## config.mk

```make
export PLATFORM = sky130hd
export DESIGN_NAME = gne_ctrl
export DESIGN_NICKNAME = d
export VERILOG_FILES = /design/src/hdl/gne_pkg.sv /design/src/hdl/gne_ctrl.sv
export SDC_FILE = /design/constraint.sdc
export NUM_CORES = 1
export LEC_CHECK = 0
export BUFFER_PORTS_ARGS = -buffer_cell sky130_fd_sc_hd__buf_2
export CAP_MARGIN = 20
export CORE_MARGIN = 2
export CORE_UTILIZATION = 32
export DETAILED_ROUTE_END_ITERATION = 16
export PLACE_DENSITY = 0.55
export SLEW_MARGIN = 20
export SYNTH_ARGS = -nofsm -noshare
export SYNTH_HDL_FRONTEND = slang
export SYNTH_SLANG_ARGS = --single-unit
```

## constraint.sdc

```tcl
create_clock -name clk -period 1.61 [get_ports clk]
set_clock_uncertainty 0.1 [all_clocks]
set_input_delay 0.483 -clock clk [delete_from_list [all_inputs] [get_ports clk]]
set_output_delay 0.483 -clock clk [all_outputs]
set_load 0.01 [all_outputs]
```

## src/hdl/gne_pkg.sv

```systemverilog
package gne_pkg;

  localparam int unsigned MAX_COLS = 128;
  localparam int unsigned MAX_ROWS = 128;
  localparam int unsigned COORD_W  = 7;
  localparam int unsigned DIM_W    = 8;
  localparam int unsigned EST_W    = 8;
  localparam int unsigned NB_N     = 8;
  localparam int unsigned ROW_AW   = $clog2(MAX_ROWS);

  // Coordinates reach 127 at most, so no side ever exceeds 128 cells
  localparam int unsigned COORD_CAP = 1 << COORD_W;

  localparam logic [DIM_W-1:0] DIM_CAP = DIM_W'(COORD_CAP);
  localparam logic [DIM_W-1:0] COL_LIM =
    DIM_W'((MAX_COLS < COORD_CAP) ? MAX_COLS : COORD_CAP);
  localparam logic [DIM_W-1:0] ROW_LIM =
    DIM_W'((MAX_ROWS < COORD_CAP) ? MAX_ROWS : COORD_CAP);

  // Register indexes on the configuration port
  localparam logic CFG_GRID_WIDTH  = 1'b0;
  localparam logic CFG_GRID_HEIGHT = 1'b1;

  // Which row around the node a read targets
  localparam logic [1:0] ROW_ABOVE = 2'd0;
  localparam logic [1:0] ROW_NODE  = 2'd1;
  localparam logic [1:0] ROW_BELOW = 2'd2;

  typedef struct packed {
    logic       clr;     // clear one map row
    logic       wr;      // store one map cell from the input ports
    logic       load;    // latch node and goal
    logic       rd;      // read one map row
    logic [1:0] rd_row;  // row selector for the read
    logic [2:0] cap;     // one-hot: window row taking the read data
    logic       build;   // form the neighbour mask
    logic       emit;    // drive one result
  } gne_cmd_t;

  typedef struct packed {
    logic clr_last;
    logic emit_last;
  } gne_sts_t;

endpackage

```

## src/hdl/gne_ctrl.sv

```systemverilog
module gne_ctrl
  import gne_pkg::*;
(
  input  logic     clk,
  input  logic     rst_n,
  input  logic     start,
  input  logic     in_action,
  input  gne_sts_t sts,
  output gne_cmd_t cmd,
  output logic     busy
);

  typedef enum logic [6:0] {
    S_CLEAR = 7'b0000001,
    S_IDLE  = 7'b0000010,
    S_RD0   = 7'b0000100,
    S_RD1   = 7'b0001000,
    S_RD2   = 7'b0010000,
    S_CAP   = 7'b0100000,
    S_EMIT  = 7'b1000000
  } gne_state_t;

  gne_state_t state_r, state_nxt;

  always_ff @(posedge clk) begin
    if (!rst_n) begin
      state_r <= S_CLEAR;
    end else begin
      state_r <= state_nxt;
    end
  end

  always_comb begin
    state_nxt  = state_r;
    cmd        = '0;
    cmd.rd_row = ROW_ABOVE;
    busy       = 1'b1;
    case (state_r)
      S_CLEAR: begin
        cmd.clr = 1'b1;
        if (sts.clr_last) begin
          state_nxt = S_IDLE;
        end
      end
      S_IDLE: begin
        busy = 1'b0;
        if (start) begin
          if (in_action) begin
            cmd.load  = 1'b1;
            state_nxt = S_RD0;
          end else begin
            cmd.wr = 1'b1;
          end
        end
      end
      S_RD0: begin
        cmd.rd     = 1'b1;
        cmd.rd_row = ROW_ABOVE;
        state_nxt  = S_RD1;
      end
      S_RD1: begin
        cmd.rd     = 1'b1;
        cmd.rd_row = ROW_NODE;
        cmd.cap    = 3'b001;
        state_nxt  = S_RD2;
      end
      S_RD2: begin
        cmd.rd     = 1'b1;
        cmd.rd_row = ROW_BELOW;
        cmd.cap    = 3'b010;
        state_nxt  = S_CAP;
      end
      S_CAP: begin
        cmd.cap   = 3'b100;
        state_nxt = S_EMIT;
        cmd.build = 1'b1;
      end
      S_EMIT: begin
        cmd.emit = 1'b1;
        if (sts.emit_last) begin
          state_nxt = S_IDLE;
        end
      end
      default: begin
        state_nxt = S_CLEAR;
      end
    endcase
  end

endmodule

```

# After elaboration in Yosys (flattened, before gate mapping)
# Index checks and enable logic that the tools add are counted.
# totals
reg_bits	7
inputBits	6
out_inout_bits	12
word_cells	28
# op_classes
n_eq_ne	11
muxes	15
n_reduce_logical	1
# ops
operator	n
$pmux W7 S7	1
$mux W7	4
$pmux W3 S3	2
$ne A2 B2 Y1 const B	4
$eq A7 B1 Y1 const B	1
$eq A7 B2 Y1 const B	1
$eq A7 B3 Y1 const B	1
$eq A7 B4 Y1 const B	1
$eq A7 B5 Y1 const B	1
$eq A7 B6 Y1 const B	1
$eq A7 B7 Y1 const B	1
$mux W1	6
$mux W2	2
$reduce_and A4 Y1	1

# Depth between registers and ports, before layout
# Gate-level depths: netlist of the first run.
# logic_depth
word_depth	3
depth_mapped	5
depth_no_buf	4

# Worst setup path after synthesis of the first run
# OpenSTA, ideal clock, no wires.
# synth_timing
path_type	register to output
start	register state_r[2]
end	output cmd[9] in the netlist's numbering
arrival_ns	1.140
t_required_ns	1.027
slack_ns	-0.113
stages_incl_launch_ff	5
n_path_buf	1
path_cell_list	dfxtp_1 -> clkbuf_2 -> nor2_4 -> nand4b_4 -> nor3b_1
# synth_lines
item	line	text
from (decl)	gne_ctrl.sv:23	gne_state_t state_r, state_nxt;
from (signal assigned)	gne_ctrl.sv:29	state_r <= state_nxt;
to (decl)	gne_ctrl.sv:9	output gne_cmd_t cmd,

==> results of run 1 <==
cell type report:
class	count	area, um2	area share [%]
Multi-Input combinational cell	36	383	43.7
Timing Repair Buffer	40	278	31.7
Sequential cell	7	149	17.0
Clock buffer	4	26.3	3.00
Inverter	6	22.5	2.57
Tap cell	15	18.8	2.14
cell usage after synthesis, drive strengths merged:
| cell | n | area [um2] |
|---|---|---|
| dfxtp | 7 | 140 |
| nor2 | 7 | 33.8 |
| inv | 6 | 22.5 |
| nor3 | 5 | 41.3 |
| nand2 | 3 | 11.3 |
| nand4b | 3 | 41.3 |
| nor3b | 3 | 27.5 |
| nor4b | 3 | 32.5 |
| o21ai | 3 | 26.3 |
| nor4 | 2 | 12.5 |
| a211oi | 1 | 7.51 |
| clkbuf | 1 | 5.00 |
| nand3b | 1 | 7.51 |
| o211a | 1 | 10.0 |
| o21ba | 1 | 10.0 |
| o221ai | 1 | 8.76 |
| xnor2 | 1 | 8.76 |
| xor2 | 1 | 8.76 |
power by group through the flow:
stage | Combinational [mW] | Sequential [mW] | Clock, mW
floorplan | 0.128 | 0.215 | 0
global placement | 0.251 | 0.206 | 0
detailed placement | 0.254 | 0.206 | 0
CTS | 0.314 | 0.205 | 0.165
global route | 0.354 | 0.215 | 0.178
finish | 0.324 | 0.214 | 0.165
cell families (layout without fill, tap and decap cells):
family	count (synthesis)	count (layout)	share of synthesized area [%]
AOI/OAI and AO/OA	7	7	13.7
xor gates and xnor gates	2	2	3.85
buffers and inverters	7	50	6.04
DFF	7	7	30.8
and+or+nand+nor	27	27	45.6
metal layers:
layer	wire length, um	share of wire [%]	global-route usage (%)	vias up
met5	0	0	0	-
met4	48	3.6	13.5	0
met3	78	5.8	3.04	5
met2	629	47	30.0	22
met1	596	44	19.2	247
li1	-	-	-	269
how the worst max path moves through the flow:
stage,to
after floorplan,cmd[9]
after global routing,cmd[0]
after CTS,cmd[9]
after global placement,cmd[0]
after detailed placement,cmd[7]
final,cmd[0]
worst max-delay path, cell delays in order, from the launching register on:
cell	delay, ps
dfxtp_4	350
buf_6	130
nor4b_4	300
nand3b_1	160
inv_1	80
buf_2	120
repair_timing:
action | in CTS | in global routing
setup buffers | 7 | 3
endpoints found under the setup margin | 13 | 16
hold endpoints to repair | 0 | 0
gates resized for setup | 14 | 11
pin swaps | 12 | 11
cell usage in the layout, fill, tap and decap left out, types with 3 or more instances in the layout:
cell      instances
buf_2            15
buf_4            21
buf_6             4
clkbuf_4          3
dfxtp_1           4
inv_1             4
nor2_1            5
nor3_2            3
metrics by stage:
| stage | cell area, um2 | utilization (%) | setup TNS, ps |
|---|---|---|---|
| finish | 877 | 66.6 | -3490 |
| global route | 877 | 66.6 | -4410 |
| CTS | 845 | 64.1 | -3530 |
| detailed placement | 696 | 52.8 | -521 |
| global placement | 696 | 52.8 | -423 |
| floorplan | 478 | - | -5.63 |
==> results.yml, run 1 <==
timing:
  max_freq_mhz: 504
  slew_violations: 0
  whs_ps: 364
  rsz0062_at_grt: "true"
  worst_pin_slew_ps: 265
  setup_viol: 12
  finalHoldViolations: 0
  relSlewSlack_pct: 82.3
  post-route-period-util_pct: 123
  finalCriticalPeriod_ps: 1980
  setup_slack_ps: -375
pwr:
  switching_share_pct: 34.0
  power_density_nw_per_um2: 801
  ir_drop_v: 0.000585
  p_total_uw: 703
  power.switching_uw: 239
  combPwrFrac_pct: 46.1
  intPower_uw: 464
  power_frac_seq_pct: 30.5
  clock_power_share_pct: 23.4
  leakage_nw: 0.426
layout:
  num_antenna_cells: 0
  largest_register_ffs: 7
  reg_top3: "state_r (7)"
  final_layout_size_suffix_gt1_share_pct: 73.1
  regMostFlops: "state_r"
  fin_nets: 100
  instances_no_fill: 108
  fill_cells: 109
  synthToLayoutAreaGrowth_pct: 92.6
critical_path:
  r2r_start: "state_r[6]"
  worstPathArrival_ps: 1400
  startpoint_type: "register"
  r2r-end: "state_r[6]"
  critPathCaptureType: "output port"
  rrSetupSlack_ps: 50
  cp_max_fo: 4
  worstPathRequired_ps: 1030
  reg2reg_depth: 5
  worstSetupPathType: "reg -> out"
  cp-startpoint: "state_r[0]"
global_route:
  globalRoute.totalOverflow: 0
  antenna_found_initial: 0
  grt_max_degree: 7
  grt_pass1_vias: 538
  gr-usage-all-layers_pct: 17.7
  grt_pass1_wl_um: 2260
floorplan:
  initial_core_util_pct: 34.6
  rows: 13
  die_w_um: 41.7
  ios: 18
  fp.dieH_um: 41.7
  die_area_um2: 1740
  core_um2: 1320
clocking:
  clk_pin_slew_ps: 50
  h-tree-depth: 1
  cts.sinks: 7
  clk_path_buf_depth: 2
  cts_buffers: 3
  hold_buffers: 0
  clkLatencyLatePin_ps: 260
  cts-root-buf: "clkbuf_4"
  tritoncts: "yes"
outcome:
  outcome: "finished, violations left"
  violations: "negative setup slack"
logic_synthesis:
  postSynthAreaPerCell_um2: 9.11
  synthDistinctLibCells: 26
  yosys_warnings: 0
  ys_seq_elements: 7
  syn-cell-area_um2: 455
  synthCells: 50
  syn_nets: 56
  yosysSeqAreaShare_pct: 30.8
route:
  ant_nets: 0
  wl_um: 1350
  num_vias: 543
  post_drt_wl_per_cell_um: 12.5
  drc: 0
  dr.first_iter.drc_count: 2
  via_per_inst: 5.03
  dr.pass1.iters: 4
placement:
  gp_congestion: 0.753
  dp_hpwl_um: 914
  io_buffers: 17
  pre_cts_ws_ps: -89.7
  dp.cells: 98
job:
  cap_violations: 0
min_path:
  hp-class: "in -> reg"
  hold_start: "rst_n"
  worstHoldPathCells: 2
  hold_end: "state_r[0]"
Power figures use the tool's default switching activity.
==> run 2, diff against run 1 <==
BUFFER_PORTS_ARGS = -buffer_cell sky130_fd_sc_hd__buf_4   (was -buffer_cell sky130_fd_sc_hd__buf_2)
==> run 2 against run 1 <==
The flow still finishes with violations (negative setup slack); combinational power fell by 4%; register-to-register slack got worse by 130 ps; clock power down 3%; cell count shrank 3.7%; hold slack gained 5.3 ps; clock-buffer cell count unchanged; power down 2.4%; routed wire length shrank 1.6%; sequential power about the same; via count down 4.8%; cell area is 2.7% lower.
==> results.yml, run 2 (synthesis gave the netlist of run 1 again) <==
clocking:
  clk_path_buf_depth: 2
  h-tree-depth: 1
  clkLatencyLatePin_ps: 250
  clk_pin_slew_ps: 50
  cts.sinks: 7
  cts_buffers: 3
  tritoncts: "yes"
  cts-root-buf: "clkbuf_4"
  hold_buffers: 0
critical_path:
  worstSetupPathType: "reg -> out"
  reg2reg_depth: 6
  cp_num_buf_inv: 1
  worstPathArrival_ps: 1360
  max_stage_delay_ps: 330
  startpoint_type: "register"
  r2r-end: "state_r[0]"
  cp_max_fo: 4
  slowest_stage: "dfxtp_2"
  crit_chain: "nor3_4 -> nand4b_4 -> nor3b_4 -> buf_6"
  critPathCaptureType: "output port"
  rrSetupSlack_ps: -80
  worstPathRequired_ps: 1030
  r2r_start: "state_r[0]"
  crit_family: "simple AND/OR/NAND/NOR gates"
timing:
  post-route-period-util_pct: 121
  whs_ps: 369
  rsz0062_at_grt: "true"
  finalCriticalPeriod_ps: 1940
  relSlewSlack_pct: 72.3
  finalHoldViolations: 0
  setup_viol: 13
  worst_pin_slew_ps: 412
  slew_violations: 0
  setup_slack_ps: -331
  max_freq_mhz: 515
min_path:
  hp-class: "in -> reg"
  worstHoldPathCells: 2
  hold_end: "state_r[0]"
  hold_start: "rst_n"
layout:
  regMostFlops: "state_r"
  num_antenna_cells: 0
  fill_cells: 125
  synthToLayoutAreaGrowth_pct: 87.4
  final_layout_size_suffix_gt1_share_pct: 69.7
  reg_top3: "state_r (7)"
  register_area_um2: 146
  fin_nets: 96
  final_common_cell: "buf_4"
  instances_no_fill: 104
  largest_register_ffs: 7
  multiInputGateArea_um2: 354
  most-common-layout-cells: "buf_4, inv_1, dfxtp_2, nor2_1, buf_6"
placement:
  io_buffers: 17
  dp_hpwl_um: 959
  gp_congestion: 0.696
  dp.cells: 97
  pre_cts_ws_ps: -74.0
pwr:
  leakage_nw: 0.411
  power_density_nw_per_um2: 804
  p_total_uw: 686
  ir_drop_v: 0.000517
floorplan:
  die_w_um: 41.7
  rows: 13
  die_area_um2: 1740
  fp.dieH_um: 41.7
  core_um2: 1320
  ios: 18
  initial_core_util_pct: 34.6
job:
  cap_violations: 0
global_route:
  globalRoute.totalOverflow: 0
  grt_max_degree: 7
  grt_pass1_wl_um: 2150
  antenna_found_initial: 0
  grt_pass1_vias: 484
  gr-usage-all-layers_pct: 16.7
route:
  post_drt_wl_per_cell_um: 12.8
  wl_um: 1330
  dr.first_iter.drc_count: 3
  drc: 0
  ant_nets: 0
  num_vias: 517
  dr.pass1.iters: 3
  via_per_inst: 4.97
outcome:
  violations: "negative setup slack"
  outcome: "finished, violations left"
## run 2: worst reg2reg max path, stage by stage (launching register included)
cell and delay (ps):
dfxtp_2 340, buf_6 130, nor4b_4 280, buf_4 140
a211oi_1 40, nor4_1 330, o221ai_1 170
## run 2: worst max-delay path by stage
stage / start / to / depth (start not counted)
2_1_floorplan: state_r[6] / cmd[9] / 3
3_5_place_dp: state_r[0] / cmd[0] / 5
4_1_cts: state_r[5] / cmd[2] / 4
5_1_grt: state_r[5] / cmd[9] / 4
6_report: state_r[5] / cmd[9] / 4
3_3_place_gp: state_r[0] / cmd[0] / 5
## run 2: area by class of cell
| cell class | count | share of cell area, % |
|---|---|---|
| well taps | 15 | 2.20 |
| inverters | 6 | 2.64 |
| repair buffers | 36 | 33.4 |
| clock buffers | 4 | 3.08 |
| multi-input cells | 36 | 41.5 |
| flip-flops and latches | 7 | 17.2 |
## run 2: layer usage
metal	wire, um	global-route usage, %	part of all wire, %	up-vias
li1	-	-	-	258
met3	75	1.30	5.6	2
met2	704	29.4	53	19
met4	19	11.6	1.4	0
met5	0	0	0	-
met1	531	18.7	40	238
## run 2: timing repair
action | in CTS | in global routing
gates resized for setup | 9 | 10
pin swaps | 6 | 7
buffers inserted | 2 | 1
endpoints found under the setup margin | 13 | 14
cloned | 0 | 0
endpoints found under the hold margin | 0 | 0
## run 2: metrics by stage
step | TNS (ps) | area (um2) | util [%]
finish | -3010 | 853 | 64.8
global route | -3970 | 853 | 64.8
CTS | -3190 | 808 | 61.3
detailed placement | -360 | 731 | 55.5
global placement | -415 | 731 | 55.5
floorplan | -5.63 | 478 | -
## run 2: where the power goes
part	switching (mW)	internal, mW
Sequential	0.0234	0.191
Combinational	0.143	0.168
Clock	0.0658	0.0947
Total	0.233	0.454
==> run 3, diff against run 2 <==
CELL_PAD_IN_SITES_DETAIL_PLACEMENT = 1   (was unset)
CELL_PAD_IN_SITES_GLOBAL_PLACEMENT = 1   (was unset)
PLACE_DENSITY = 0.71   (was 0.55)
==> run 3 against run 2 <==
The flow still finishes with violations (negative setup slack); critical endpoint is now cmd[0]; via count up 17%; die area unchanged; cell count up 7.7%; largest cell class unchanged.
==> results.yml, run 3 (synthesis gave the netlist of run 1 again) <==
outcome:
  outcome: "finished, violations left"
  violations: "negative setup slack"
min_path:
  hp-class: "in -> reg"
  worstHoldPathCells: 2
pwr:
  ir_drop_v: 0.000620
  switching_share_pct: 37.1
  power_frac_seq_pct: 28.9
  intPower_uw: 479
  power_density_nw_per_um2: 820
  clock_power_share_pct: 22.6
  leakage_nw: 0.450
  p_total_uw: 762
  power.switching_uw: 283
  combPwrFrac_pct: 48.5
timing:
  whs_ps: 353
  worst_pin_slew_ps: 333
  slew_violations: 0
  relSlewSlack_pct: 77.5
  rsz0062_at_grt: "true"
  setup_slack_ps: -425
  finalHoldViolations: 0
  finalCriticalPeriod_ps: 2040
  post-route-period-util_pct: 126
  setup_viol: 15
  max_freq_mhz: 491
  setup_tns_ps: -4510
global_route:
  antenna_found_initial: 0
  globalRoute.totalOverflow: 0
  grt_max_degree: 7
  grt_pass1_wl_um: 3110
  gr-usage-all-layers_pct: 24.3
  grt_pass1_vias: 635
floorplan:
  rows: 13
  die_area_um2: 1740
  fp.dieH_um: 41.7
  ios: 18
  initial_core_util_pct: 34.6
  core_um2: 1320
  die_w_um: 41.7
route:
  num_vias: 604
  via_per_inst: 5.39
  post_drt_wl_per_cell_um: 19.6
  drc: 0
  dr.first_iter.drc_count: 4
  dr.pass1.iters: 4
  ant_nets: 0
  wl_um: 2190
clocking:
  cts_buffers: 3
  clk_pin_slew_ps: 70
  clkLatencyLatePin_ps: 260
  h-tree-depth: 1
  clk_path_buf_depth: 2
  cts-root-buf: "clkbuf_4"
  cts.sinks: 7
  tritoncts: "yes"
critical_path:
  worstPathArrival_ps: 1450
  reg2reg_depth: 8
  worstPathRequired_ps: 1030
  worstSetupPathType: "reg -> out"
  crit_chain: "buf_4 -> nor4b_4 -> nand3b_1 -> inv_1 -> buf_4"
  crit_cells: 5
  r2r-end: "state_r[1]"
  crit_end: "cmd[0]"
  critPathCaptureType: "output port"
  cp_max_fo: 6
  crit_family: "simple AND/OR/NAND/NOR gates"
  cp-startpoint: "state_r[5]"
  slowest_stage: "dfxtp_2"
  rrSetupSlack_ps: -150
  cp_common_cell: "buf_4"
  max_stage_delay_ps: 340
  cp_num_buf_inv: 3
  r2r_start: "state_r[6]"
  startpoint_type: "register"
layout:
  final_common_cell: "buf_4"
  regMostFlops: "state_r"
  fin_nets: 104
  reg_top3: "state_r (7)"
  most-common-layout-cells: "buf_4, inv_1, nor2_1, buf_6, dfxtp_2"
  final_cell_area_um2: 930
  num_antenna_cells: 0
  instances_no_fill: 112
  synthToLayoutAreaGrowth_pct: 104
  final_layout_size_suffix_gt1_share_pct: 71.1
  largest_register_ffs: 7
  fill_cells: 139
placement:
  io_buffers: 17
  dpl-instance-area_um2: 761
  dp.cells: 101
  gp_congestion: 0.726
  dp_hpwl_um: 1190
job:
  cap_violations: 0
## run 3: power by group through the flow
stage | Sequential (mW) | Combinational, mW | Clock, mW
after floorplan | 0.215 | 0.128 | 0
after global placement | 0.209 | 0.264 | 0
after detailed placement | 0.209 | 0.272 | 0
after CTS | 0.217 | 0.345 | 0.164
after global routing | 0.222 | 0.401 | 0.181
final | 0.220 | 0.369 | 0.172
## run 3: layer usage
layer	track usage (%)	vias to the layer above	part of all wire, %
met5	0	-	0
met4	9.03	0	1.9
met3	3.91	6	4.6
met2	45.6	26	53
met1	26.8	295	40
li1	-	277	-
## run 3: worst reg2reg max path, delay by kind of cell, from the launching register on
kind	cells	cell delay, ps
flops	1	360
compound gates	1	140
buf+inv	4	590
simple gates	3	470
## run 3: final cells by class
cell class	instances	area, um2	area share [%]
inverter	6	22.5	2.42
sequential	7	146	15.7
tap	15	18.8	2.02
clock buffer	4	26.3	2.83
timing repair buffer	44	349	37.6
multi-input combinational	36	367	39.4
## run 3: per-stage QoR
stage	worst slack, ps	utilization [%]
2_1_floorplan	-5.63	-
3_3_place_gp	-90.7	57.7
3_5_place_dp	-118	57.7
4_1_cts	-333	66.0
5_1_grt	-492	70.6
6_report	-425	70.6
## run 3: repair_timing
| action | CTS | global route |
|---|---|---|
| setup buffers | 3 | 4 |
| resized for setup | 16 | 6 |
| hold buffers | 0 | 0 |
| hold endpoints to repair | 0 | 0 |
| endpoints found under the setup margin | 13 | 15 |
| pin swaps | 8 | 7 |
## run 3: how the worst min path moves through the flow
stage / startpoint / endpoint
finish: rst_n / state_r[0]
global route: rst_n / state_r[0]
CTS: rst_n / state_r[0]
detailed placement: state_r[3] / state_r[3]
global placement: state_r[3] / state_r[3]
floorplan: state_r[2] / state_r[4]
